`config.mk`:
```
export PLATFORM = sky130hd
export DESIGN_NAME = mse_ctrl
export DESIGN_NICKNAME = d
export VERILOG_FILES = /design/src/hdl/merge_sort_engine_assert.svh /design/src/hdl/mse_pkg.sv /design/src/hdl/mse_ctrl.sv
export SDC_FILE = /design/constraint.sdc
export NUM_CORES = 1
export LEC_CHECK = 0
export BUFFER_PORTS_ARGS = -buffer_cell sky130_fd_sc_hd__buf_2
export CAP_MARGIN = 20
export CORE_AREA = 4 4 41 43
export DETAILED_ROUTE_END_ITERATION = 8
export DIE_AREA = 0 0 45 47
export GPL_TIMING_DRIVEN = 0
export PLACE_DENSITY = 0.55
export SYNTH_ARGS = -nofsm -noshare
export SYNTH_HDL_FRONTEND = slang
export SYNTH_SLANG_ARGS = --single-unit
```
`constraint.sdc`:
```
create_clock -name clk -period 2.4 [get_ports clk]
set_input_delay 0.48 -clock clk [delete_from_list [all_inputs] [get_ports clk]]
set_output_delay 0.48 -clock clk [all_outputs]
set_load 0.005 [all_outputs]
```
`src/hdl/merge_sort_engine_assert.svh`:
```
// Assertion macros used by the merge sort engine top level.
`ifndef MERGE_SORT_ENGINE_ASSERT_SVH
`define MERGE_SORT_ENGINE_ASSERT_SVH

// Same-cycle implication, checked on clk and disabled while rst_n is low.
`define MSE_ASSERT_SAME(label, ante, cons, msg) \
  label: assert property (@(posedge clk) disable iff (!rst_n) (ante) |-> (cons)) \
    else $error(msg);

// Next-cycle implication, checked on clk and disabled while rst_n is low.
`define MSE_ASSERT_NEXT(label, ante, cons, msg) \
  label: assert property (@(posedge clk) disable iff (!rst_n) (ante) |=> (cons)) \
    else $error(msg);

`endif

```
`src/hdl/mse_pkg.sv`:
```
// Package of the merge sort engine: sizes, request codes, command and status types.
`timescale 1ns / 1ps

package mse_pkg;

  localparam int DATA_W        = 32;
  localparam int MAX_ITEMS_DEF = 1024;

  // Request codes carried in req_type
  localparam logic REQ_LOAD = 1'b0;
  localparam logic REQ_READ = 1'b1;

  // Commands from the controller to the datapath
  typedef struct packed {
    logic acc_load;    // load transaction accepted: store or drop the value
    logic acc_read;    // read transaction accepted: latch flags, fetch value
    logic sort_init;   // start a sort: run width 1, source buffer A
    logic pass_init;   // start a merge pass at the first run
    logic pass_end;    // swap buffers, double the run width
    logic run_init;    // set up bounds and cursors of one pair of runs
    logic run_end;     // advance to the next pair of runs
    logic fetch;       // read both run heads from the source buffer
    logic merge;       // write the smaller head, advance cursors
    logic set_sorted;  // sort finished, open the batch for reads
    logic out_load;    // move the pending read result into the output register
  } cmd_t;

  // Status from the datapath to the controller
  typedef struct packed {
    logic width_ge_n;  // run width covers the whole batch
    logic lo_ge_n;     // no run pair left in this pass
    logic k_eq_hi;     // current run pair fully merged
    logic out_free;    // output register can take a result this cycle
  } sts_t;

endpackage

```
`src/hdl/mse_ctrl.sv`:
```
// Controller of the merge sort engine: request handshake and merge pass sequencing.
`timescale 1ns / 1ps

module mse_ctrl (
  input  logic          clk,
  input  logic          rst_n,
  input  logic          in_valid,
  input  logic          req_type,
  input  logic          load_last,
  input  mse_pkg::sts_t sts,
  output logic          in_ready,
  output mse_pkg::cmd_t cmd
);

  localparam logic [2:0] S_IDLE  = 3'd0;
  localparam logic [2:0] S_PASS  = 3'd1;
  localparam logic [2:0] S_RUN   = 3'd2;
  localparam logic [2:0] S_FETCH = 3'd3;
  localparam logic [2:0] S_MERGE = 3'd4;
  localparam logic [2:0] S_RDATA = 3'd5;

  logic [2:0] state_r;
  logic [2:0] state_nxt;

  // Next state and commands
  always_comb begin
    state_nxt = state_r;
    cmd       = '0;
    in_ready  = 1'b0;
    unique case (state_r)
      S_IDLE: begin
        in_ready = 1'b1;
        if (in_valid) begin
          if (req_type == mse_pkg::REQ_READ) begin
            cmd.acc_read = 1'b1;
            state_nxt    = S_RDATA;
          end else begin
            cmd.acc_load = 1'b1;
            if (load_last) begin
              cmd.sort_init = 1'b1;
              state_nxt     = S_PASS;
            end
          end
        end
      end
      S_PASS: begin
        if (sts.width_ge_n) begin
          cmd.set_sorted = 1'b1;
          state_nxt      = S_IDLE;
        end else begin
          cmd.pass_init = 1'b1;
          state_nxt     = S_RUN;
        end
      end
      S_RUN: begin
        if (sts.lo_ge_n) begin
          cmd.pass_end = 1'b1;
          state_nxt    = S_PASS;
        end else begin
          cmd.run_init = 1'b1;
          state_nxt    = S_FETCH;
        end
      end
      S_FETCH: begin
        if (sts.k_eq_hi) begin
          cmd.run_end = 1'b1;
          state_nxt   = S_RUN;
        end else begin
          cmd.fetch = 1'b1;
          state_nxt = S_MERGE;
        end
      end
      S_MERGE: begin
        cmd.merge = 1'b1;
        state_nxt = S_FETCH;
      end
      S_RDATA: begin
        if (sts.out_free) begin
          cmd.out_load = 1'b1;
          state_nxt    = S_IDLE;
        end
      end
      default: begin
        state_nxt = S_IDLE;
      end
    endcase
  end

  // State register
  always_ff @(posedge clk) begin
    if (!rst_n) begin
      state_r <= S_IDLE;
    end else begin
      state_r <= state_nxt;
    end
  end

endmodule

```
# Word level (Yosys, flattened, before mapping)
# Cells that the tools add are included.
# word_totals
wordCells	39
out_inout_bits	12
register_bits	3
inputBits	9
# op_classes
reduce_logical	2
n_mux	28
eq_ne	8
# op_table
op	n
3-bit two-way mux	7
3-bit case mux with 6 select lines	1
1-bit two-way mux	16
2-bit two-way mux	4
3-bit by 2-bit == test with 1-bit output, second input constant	2
3-bit == test, second input constant	2
2-bit != test, second input constant	2
3-bit by 1-bit == test with 1-bit output, second input constant	1
3-bit logical NOT	1
3-bit != test, second input constant	1
3-bit AND reduction	1

# Depth between registers and ports, before layout
# Gate-level depths: netlist of run 1.
# depth
word_depth	4
ltp_mapped	4
ltp_nobuf	3

# Least setup slack after synthesis of run 1
# Ideal clock, no wire load.
# synth_timing
kind	reg2out
startpoint	register state_r[2]
endpoint	output cmd[8] (netlist name)
path_slack_ns	0.967
required_ns	1.920
arrival_ns	0.953
path_buffers	1
stages_incl_launch_ff	5
cell_sequence	dfxtp_1 > buf_6 > nor3_4 > nand2_1 > nor3b_2
# synth_rtl
item	line	source
start, declared	mse_ctrl.sv:22	logic [2:0] state_r;
start signal, assigned	mse_ctrl.sv:94	state_r <= state_nxt;
end, declared	mse_ctrl.sv:12	output mse_pkg::cmd_t cmd

==> impl_metrics.yaml, run 1 <==
layout:
  top_regs: "state_r x3"
  final_layout_size_suffix_gt1_share_pct: 67.9
  diodes: 0
  largest-register: "state_r"
  layout.nets: 66
  area_delta_synth_final_pct: 44.1
  largest_reg_flops: 3
synthesis:
  postSynthAreaPerCell_um2: 10.3
  yosysSeqAreaShare_pct: 18.3
  synth_cell_types: 23
  synth-edff-count: 0
  synth_top_area_share_pct: 18.3
  ys.flop_type: "dfxtp_1"
  synth_area_um2: 329
  synthTopCellsByArea: "dfxtp_1 (18%), and4bb_2 (7.6%), nor4b_4 (7.2%)"
  syn_inst: 32
  ys_warn_count: 0
  synthArstFlopShare_pct: 0
  syn_nets: 41
  synth-seq-cells: 3
  yosys.area.top_type: "dfxtp_1"
grt:
  gr-total-overflow: 0
  antenna_found_initial: 0
  grt_use_total_pct: 8.38
  grt_pass1_wl_mm: 1.23
  grt_max_degree: 11
  grt_pass1_vias: 285
worst_setup_path:
  reg2reg_slack_ns: 1.30
  critPathSlowestCell: "dfxtp_1"
  critPathCaptureType: "primary output"
  cp_cell_sequence: "buf_4, nor3_4, nand2_1, nor3b_2, buf_2"
  critical_path_class: "reg2out"
  cp_top_family: "simple AND/OR/NAND/NOR gates"
  path_max_fanout: 10
  path_buf_inv: 2
  cpPeakStageDelay_ns: 0.32
  required_ns: 1.92
  cp.arrival_ns: 1.33
  start_kind: "flop"
die:
  die_h_um: 47
  initial_core_util_pct: 25.3
  num_rows: 13
  coreArea_um2: 1300
  die_area_um2: 2120
  ios: 21
  dieWidth_um: 45
sta:
  clock_skew_ns: 0.0000372
  max_slew_margin_pct: 78.5
  rsz0062_at_grt: "false"
  worst_pin_slew_ns: 0.319
  final_hold_viol_count: 0
  finalCritPeriodShare_pct: 75.3
  period_needed_ns: 1.81
  slew_viol_final: 0
  finalSetupViolations: 0
  tns_ns: 0
  fmax_mhz: 553
  fin_ws_ns: 0.592
detailed_routing:
  ant_nets: 0
  via_count: 321
  drt-pass1-iter-count: 1
  dr.first_iter.drc_count: 0
  wl_per_cell_um: 11.0
  via_per_inst: 4.52
  drc: 0
  routed_wirelength_um: 784
placed_design:
  io_buffers: 20
  dp.final_hpwl_um: 624
  pre_cts_ws_ns: 0.822
  routabilityCongestion: 0.636
clocking:
  clock_sinks: 3
  worst_skew_pair.late_latency_ns: 0.23
  root_buffer: "clkbuf_4"
  htree_levels: 1
  cts_setup_buffers: 0
  clock_path_buffers: 2
  cts_buffers: 3
  cts_resized: 0
  hold_buffers: 0
  cts_tree: "yes"
  clk_pin_slew_ns: 0.04
run_status:
  status: "complete, no violations"
run:
  cap_violations: 0
pwr:
  p_per_area_nw_per_um2: 601
  p_leak_nw: 0.228
  p_total_mw: 0.285
  vdd.ir_drop.worst_uv: 377
min_path:
  hold_path_class: "in2reg"
[cells by family (layout without fill, tap and decap cells)]
group | after synthesis | after routing | synth area share [%]
buffers and inverters | 3 | 27 | 9.13
and+or+nand+nor | 18 | 18 | 53.6
AOI/OAI and AO/OA | 8 | 8 | 19.0
DFF | 3 | 3 | 18.3
[synth_stat cells (2+ instances only)]
master,number
o21a_1,2
dfxtp_1,3
nor2_1,2
and4bb_2,2
nand2_1,2
nor3b_1,2
a21oi_1,2
buf_6,2
[worst register-to-register path, cell delays in order, from the launching register on]
cell and delay [ns]:
dfxtp_1 0.31, buf_6 0.14, and4bb_4 0.21, a2bb2oi_2 0.15, o21a_1 0.17
[cells in the final DEF, fill, tap and decap left out, types with 2 or more instances in the layout]
cell type  Yosys  final
a21oi_1        2      2
and4bb_2       2      2
buf_2          0     20
buf_6          2      2
clkbuf_4       0      3
dfxtp_1        3      3
nand2_1        2      2
nor2_1         2      2
nor3b_1        2      2
o21a_1         2      2
[layout make-up]
cell class / count / area, µm²
fill: 150 / 827
buffer: 3 / 30.0
timing repair buffer: 20 / 100
tap: 15 / 18.8
clock buffer: 4 / 26.3
multi-input combinational: 26 / 239
sequential: 3 / 60.1
[per-stage QoR]
stage	cells	utilization (%)	instance area [µm²]	hold WS, ns
after floorplan	32	-	329	0.597
after global placement	67	34.4	448	0.725
after detailed placement	67	34.4	448	0.730
after CTS	71	36.4	474	0.480
after global routing	71	36.4	474	0.498
final	71	36.4	474	0.489
[worst paths after layout]
| path | start | end | cells after the start |
|---|---|---|---|
| worst max register to register | state_r[2] | state_r[2] | 4 |
| worst min register to register | state_r[2] | state_r[2] | 4 |
| worst min-delay path | rst_n | state_r[0] | 2 |
| worst max-delay path | state_r[0] | cmd[8] | 5 |
[per-layer routing]
metal	global-route usage (%)	routed length (µm)
met4	7.02	0
met5	0	0
met3	3.45	88
met1	10.9	380
met2	10.5	315
[power breakdown]
part           total [mW]  internal, mW  leakage, nW  switching (mW)
sequential         0.0623        0.0579       0.0247         0.00446
combinational       0.133        0.0697        0.189          0.0633
clock              0.0898        0.0624       0.0150          0.0274
total               0.285         0.190        0.228          0.0952
Power figures use the tool's default switching activity.
==> inputs of run 2 (changes only) <==
--- a/config.mk
+++ b/config.mk
@@ -5,13 +5,14 @@
 export SDC_FILE = /design/constraint.sdc
 export NUM_CORES = 1
 export LEC_CHECK = 0
+export ABC_AREA = 1
 export BUFFER_PORTS_ARGS = -buffer_cell sky130_fd_sc_hd__buf_2
 export CAP_MARGIN = 20
 export CORE_AREA = 4 4 41 43
 export DETAILED_ROUTE_END_ITERATION = 8
 export DIE_AREA = 0 0 45 47
 export GPL_TIMING_DRIVEN = 0
-export PLACE_DENSITY = 0.55
+export PLACE_DENSITY = 0.54
 export SYNTH_ARGS = -nofsm -noshare
 export SYNTH_HDL_FRONTEND = slang
 export SYNTH_SLANG_ARGS = --single-unit
==> constraint.sdc (replaced) <==
create_clock -name clk -period 1.5 [get_ports clk]
set_input_delay 0.3 -clock clk [delete_from_list [all_inputs] [get_ports clk]]
set_output_delay 0.3 -clock clk [all_outputs]
set_load 0.005 [all_outputs]
==> run 2 against run 1 <==
Net effect:
- sequential share of layout area up 2.3 points
- register-to-register slack worse by 0.82 ns
- clock skew up 0.0061 ns
- critical path depth unchanged
- sequential power up 110%
- via count up 13%
- total power up 54%
- synthesized cell count up 59%
- hold slack worse by 0.16 ns
- die area unchanged
- cell area down 6.6%
- setup slack worse by 0.54 ns
- largest power group unchanged
==> impl_metrics.yaml, run 2 <==
worst_setup_path:
  reg2reg_slack_ns: 0.48
  critical_path_class: "reg2out"
  path_max_fanout: 6
  required_ns: 1.20
  start_kind: "flop"
  critPathCaptureType: "primary output"
  cp.arrival_ns: 1.15
synthesis:
  synthTopCellsByArea: "dfxtp_1 (21%), inv_1 (13%), nand2_1 (12%)"
  synth_top_area_share_pct: 21.1
  synth_area_um2: 284
  yosys.area.top_type: "dfxtp_1"
  synthTopCellsByCount: "inv_1 (10), nand2_1 (9), nor2_1 (5), nor2_2 (4)"
  synthArstFlopShare_pct: 0
  yosysMostFrequentCell: "inv_1"
  ys_warn_count: 0
  synth-seq-cells: 3
  ys.flop_type: "dfxtp_1"
  yosysSeqAreaShare_pct: 21.1
  syn_inst: 51
  syn_nets: 60
  synth-edff-count: 0
  synth_cell_types: 17
  postSynthAreaPerCell_um2: 5.57
detailed_routing:
  via_count: 362
  drc: 0
  via_per_inst: 4.02
  dr.first_iter.drc_count: 2
  drt-pass1-iter-count: 4
  ant_nets: 0
  routed_wirelength_um: 730
  wl_per_cell_um: 8.11
placed_design:
  pre_cts_ws_ns: 0.218
  placed_area_um2: 403
  io_buffers: 20
  dp.cells: 86
  routabilityCongestion: 0.720
  dp.final_hpwl_um: 601
die:
  num_rows: 13
  initial_core_util_pct: 21.8
  die_area_um2: 2120
  coreArea_um2: 1300
  dieWidth_um: 45
  die_h_um: 47
  ios: 21
layout:
  top_regs: "state_r x3"
  area_delta_synth_final_pct: 55.9
  largest_reg_flops: 3
  largest-register: "state_r"
  final_layout_size_suffix_gt1_share_pct: 52.0
  final_common_cell: "buf_2"
  layout.nets: 85
  diodes: 0
  stdcell_area_um2: 443
  final_cell_mix: "buf_2 (20), nand2_1 (9), inv_1 (9)"
  final_cells: 90
sta:
  whs_ns: 0.329
  final_hold_viol_count: 0
  fin_ws_ns: 0.0518
  finalSetupViolations: 0
  finalCritPeriodShare_pct: 96.5
  period_needed_ns: 1.45
  max_slew_margin_pct: 85.8
  worst_pin_slew_ns: 0.212
  fmax_mhz: 691
  clock_skew_ns: 0.00618
  slew_viol_final: 0
  rsz0062_at_grt: "true"
pwr:
  seqPwrFrac_pct: 29.1
  clkPwrFrac_pct: 31.9
  swShare_pct: 36.8
  p_per_area_nw_per_um2: 990
  combPwrFrac_pct: 39.0
  switchingPower_mw: 0.161
  p_leak_nw: 0.292
  p_total_mw: 0.439
  p_int_mw: 0.277
  vdd.ir_drop.worst_uv: 293
clocking:
  root_buffer: "clkbuf_4"
  cts_buffers: 3
  clk_pin_slew_ns: 0.04
  cts_tree: "yes"
  clock_path_buffers: 2
  htree_levels: 1
  worst_skew_pair.late_latency_ns: 0.23
  clock_sinks: 3
run:
  cap_violations: 0
run_status:
  status: "complete, no violations"
grt:
  grt_use_total_pct: 7.97
  grt_max_degree: 10
  gr-total-overflow: 0
  grt_pass1_vias: 310
  antenna_found_initial: 0
  grt_pass1_wl_mm: 1.19
min_path:
  hold_path_class: "in2reg"
-- run 2: cell count changes in the layout (fill, tap and decap cells not counted), moves of 3 or more --
cell,previous run,this run
nor2_1,2,5
nor2_2,0,3
inv_2,0,4
nand2_1,2,9
inv_1,0,9
dfxtp_1,3,0
-- run 2: timing repair --
item / in CTS / in global routing
setup buffers: 1 / 0
pin swaps: 1 / 1
gates resized for setup: 3 / 3
hold buffers: 0 / 0
cloned: 0 / 0
endpoints found under the setup margin: 1 / 6
-- run 2: stage by stage --
step	utilization, %	setup TNS (ns)
global placement	31.0	0
floorplan	-	0
global route	34.0	-0.0434
finish	34.0	0
detailed placement	31.0	0
CTS	33.4	0
-- run 2: cell families (layout without fill, tap and decap cells) --
| kind of cell | Yosys count | after routing | share of synthesized area, % |
|---|---|---|---|
| buffers and inverters | 16 | 40 | 21.6 |
| AO/OA/AOI/OAI | 4 | 4 | 8.37 |
| flip-flops | 3 | 3 | 21.1 |
| AND/OR/NAND/NOR | 28 | 28 | 48.9 |
-- run 2: layout make-up --
type | count | area, µm²
fillers | 150 | 858
inverters | 15 | 56.3
multi-input cells | 32 | 168
clock buffers | 4 | 26.3
well taps | 15 | 18.8
repair buffers | 21 | 108
flip-flops and latches | 3 | 66.3
-- run 2: power by group through the flow --
stage / logic, mW / clock network (mW) / registers (mW)
floorplan: 0.113 / 0 / 0.109
global placement: 0.167 / 0 / 0.113
detailed placement: 0.169 / 0 / 0.114
CTS: 0.171 / 0.147 / 0.123
global route: 0.194 / 0.156 / 0.131
finish: 0.171 / 0.140 / 0.128
-- run 2: worst paths after layout --
check,startpoint,end,cells after the start
worst min-delay path,rst_n,state_r[1],3
worst min register to register,state_r[0],state_r[0],3
worst max register to register,state_r[0],state_r[2],6
worst max-delay path,state_r[1],cmd[8],5
-- run 2: metal layers --
metal	vias up	share of wire (%)	track usage, %
li1	201	-	-
met1	144	49	9.75
met2	17	41	11.3
met3	0	11	2.30
met4	0	0	7.02
met5	-	0	0
-- run 2: worst max-delay path, cell delays in order (launching register included) --
cell     delay [ns]
dfxtp_4        0.36
nor2_4         0.12
nand2_2        0.07
nor3_2         0.12
and2_1         0.14
buf_2          0.10
==> inputs of run 3 (changes only) <==
--- a/config.mk
+++ b/config.mk
@@ -12,7 +12,7 @@
 export DETAILED_ROUTE_END_ITERATION = 8
 export DIE_AREA = 0 0 45 47
 export GPL_TIMING_DRIVEN = 0
-export PLACE_DENSITY = 0.54
+export PLACE_DENSITY = 0.52
 export SYNTH_ARGS = -nofsm -noshare
 export SYNTH_HDL_FRONTEND = slang
 export SYNTH_SLANG_ARGS = --single-unit
==> constraint.sdc (replaced) <==
create_clock -name clk -period 1.4 [get_ports clk]
set_input_delay 0.28 -clock clk [delete_from_list [all_inputs] [get_ports clk]]
set_output_delay 0.28 -clock clk [all_outputs]
set_load 0.005 [all_outputs]
==> run 3 against run 2 <==
Net effect:
- the flow now finishes with violations (negative setup slack)
- hold slack worse by 0.030 ns
- routed wire length is 4.4% higher
- total power up 8.8%
- global-route usage decreased by 0.16 points
- clock skew down 0.0058 ns
- critical endpoint unchanged
- largest cell class unchanged
==> impl_metrics.yaml, run 3 (synthesized netlist as in run 2, its figures left out) <==
run_status:
  status: "finished with violations"
  failed_checks: "negative setup slack"
worst_setup_path:
  required_ns: 1.12
  r2r_end: "state_r[2]"
  reg2reg_slack_ns: 0.41
  critical_path_class: "reg2out"
  cp.arrival_ns: 1.15
  cpPeakStageDelay_ns: 0.36
  reg2reg_depth: 6
  critPathCaptureType: "primary output"
  critPathSlowestCell: "dfxtp_4"
  critical_path.reg2reg.startpoint: "state_r[1]"
  path_max_fanout: 5
  cp_cell_sequence: "nor2_4, nand2_2, nor3_4, and2_1, buf_2"
  start_kind: "flop"
min_path:
  hold-path-cell-count: 3
  hold_path_class: "in2reg"
  hold_start: "rst_n"
  min_to: "state_r[2]"
layout:
  final_common_cell: "buf_2"
  top_regs: "state_r x3"
  final_cell_mix: "buf_2 (20), inv_1 (10), nand2_1 (9)"
  final_cells: 90
  diodes: 0
  largest_reg_flops: 3
  largest-register: "state_r"
  layout.nets: 85
  final_layout_size_suffix_gt1_share_pct: 52.0
  fillerInstances: 158
  area_delta_synth_final_pct: 60.8
  stdcell_area_um2: 457
grt:
  gr-total-overflow: 0
  grt_use_total_pct: 7.81
  grt_max_degree: 10
  grt_pass1_vias: 328
  grt_pass1_wl_mm: 1.16
  antenna_found_initial: 0
sta:
  fin_ws_ns: -0.0320
  rsz0062_at_grt: "true"
  fmax_mhz: 698
  period_needed_ns: 1.43
  clock_skew_ns: 0.000392
  max_slew_margin_pct: 86.6
  whs_ns: 0.300
  slew_viol_final: 0
  worst_pin_slew_ns: 0.199
  finalCritPeriodShare_pct: 102
  final_hold_viol_count: 0
  finalSetupViolations: 1
detailed_routing:
  via_count: 367
  wl_per_cell_um: 8.47
  via_per_inst: 4.08
  routed_wirelength_um: 762
  drc: 0
  drt-pass1-iter-count: 3
  dr.first_iter.drc_count: 6
  ant_nets: 0
clocking:
  hold_buffers: 0
  htree_levels: 1
  clk_pin_slew_ns: 0.04
  cts_buffers: 3
  worst_skew_pair.late_latency_ns: 0.23
  root_buffer: "clkbuf_4"
  clock_path_buffers: 2
  clock_sinks: 3
  cts_tree: "yes"
pwr:
  p_leak_nw: 0.298
  seqPwrFrac_pct: 28.9
  clkPwrFrac_pct: 32.1
  swShare_pct: 37.9
  p_per_area_nw_per_um2: 1050
  vdd.ir_drop.worst_uv: 294
  p_int_mw: 0.297
  p_total_mw: 0.477
  switchingPower_mw: 0.181
  combPwrFrac_pct: 39.0
die:
  coreArea_um2: 1300
  die_h_um: 47
  die_area_um2: 2120
  ios: 21
  dieWidth_um: 45
  num_rows: 13
  initial_core_util_pct: 21.8
placed_design:
  io_buffers: 20
  dp.final_hpwl_um: 589
  dp.cells: 86
  placed_area_um2: 403
  routabilityCongestion: 0.694
run:
  cap_violations: 0
run 3: cell counts in the layout (fill, tap and decap cells not counted):
Identical to the previous run, type by type.
run 3: how the worst max path moves through the flow:
| stage | startpoint | endpoint | slack, ns | depth (start not counted) |
|---|---|---|---|---|
| floorplan | state_r[2] | cmd[8] | 0.25 | 5 |
| global placement | state_r[1] | cmd[8] | 0.14 | 5 |
| finish | state_r[1] | cmd[8] | -0.03 | 5 |
| detailed placement | state_r[1] | cmd[8] | 0.15 | 5 |
| CTS | state_r[0] | cmd[8] | -0.05 | 5 |
| global route | state_r[1] | cmd[8] | -0.14 | 5 |
run 3: area by class of cell:
type                            count  area (µm²)  area share [%]
Timing Repair Buffer               21         108            23.6
Clock buffer                        4        26.3            5.75
Tap cell                           15        18.8            4.11
Inverter                           15        56.3            12.3
Multi-Input combinational cell     32         179            39.2
Sequential cell                     3        68.8            15.1
run 3: per-stage QoR:
step | setup TNS (ns) | setup slack, ns | utilization, %
after floorplan | 0 | 0.253 | -
after global placement | 0 | 0.141 | 31.0
after detailed placement | 0 | 0.150 | 31.0
after CTS | -0.0515 | -0.0515 | 33.5
after global routing | -0.223 | -0.142 | 35.1
final | -0.0320 | -0.0320 | 35.1
run 3: worst max-delay path: cells and delay by family, from the launching register on:
| kind | cells | cell delay (ns) |
|---|---|---|
| buf+inv | 1 | 0.10 |
| flops | 1 | 0.36 |
| simple gates | 4 | 0.45 |
run 3: per-layer routing:
metal  track usage (%)  vias up  share of wire, %
li1                  -      200                 -
met1              9.07      154                43
met2              11.0       13                48
met3              3.07        0               8.8
met4              7.02        0                 0
met5                 0        -                 0
run 3: power by group through the flow:
| stage | clock [mW] | combinational (mW) | sequential [mW] |
|---|---|---|---|
| after floorplan | 0 | 0.121 | 0.117 |
| after global placement | 0 | 0.180 | 0.121 |
| after detailed placement | 0 | 0.180 | 0.121 |
| after CTS | 0.160 | 0.173 | 0.137 |
| after global routing | 0.158 | 0.217 | 0.141 |
| final | 0.153 | 0.186 | 0.138 |
run 3: what timing repair did:
| item | 4_1_cts | 5_1_grt |
|---|---|---|
| gates resized for setup | 5 | 3 |
| setup buffers | 0 | 1 |
| pin swaps | 1 | 1 |
| endpoints found under the hold margin | 0 | 0 |
| endpoints found under the setup margin | 6 | 4 |
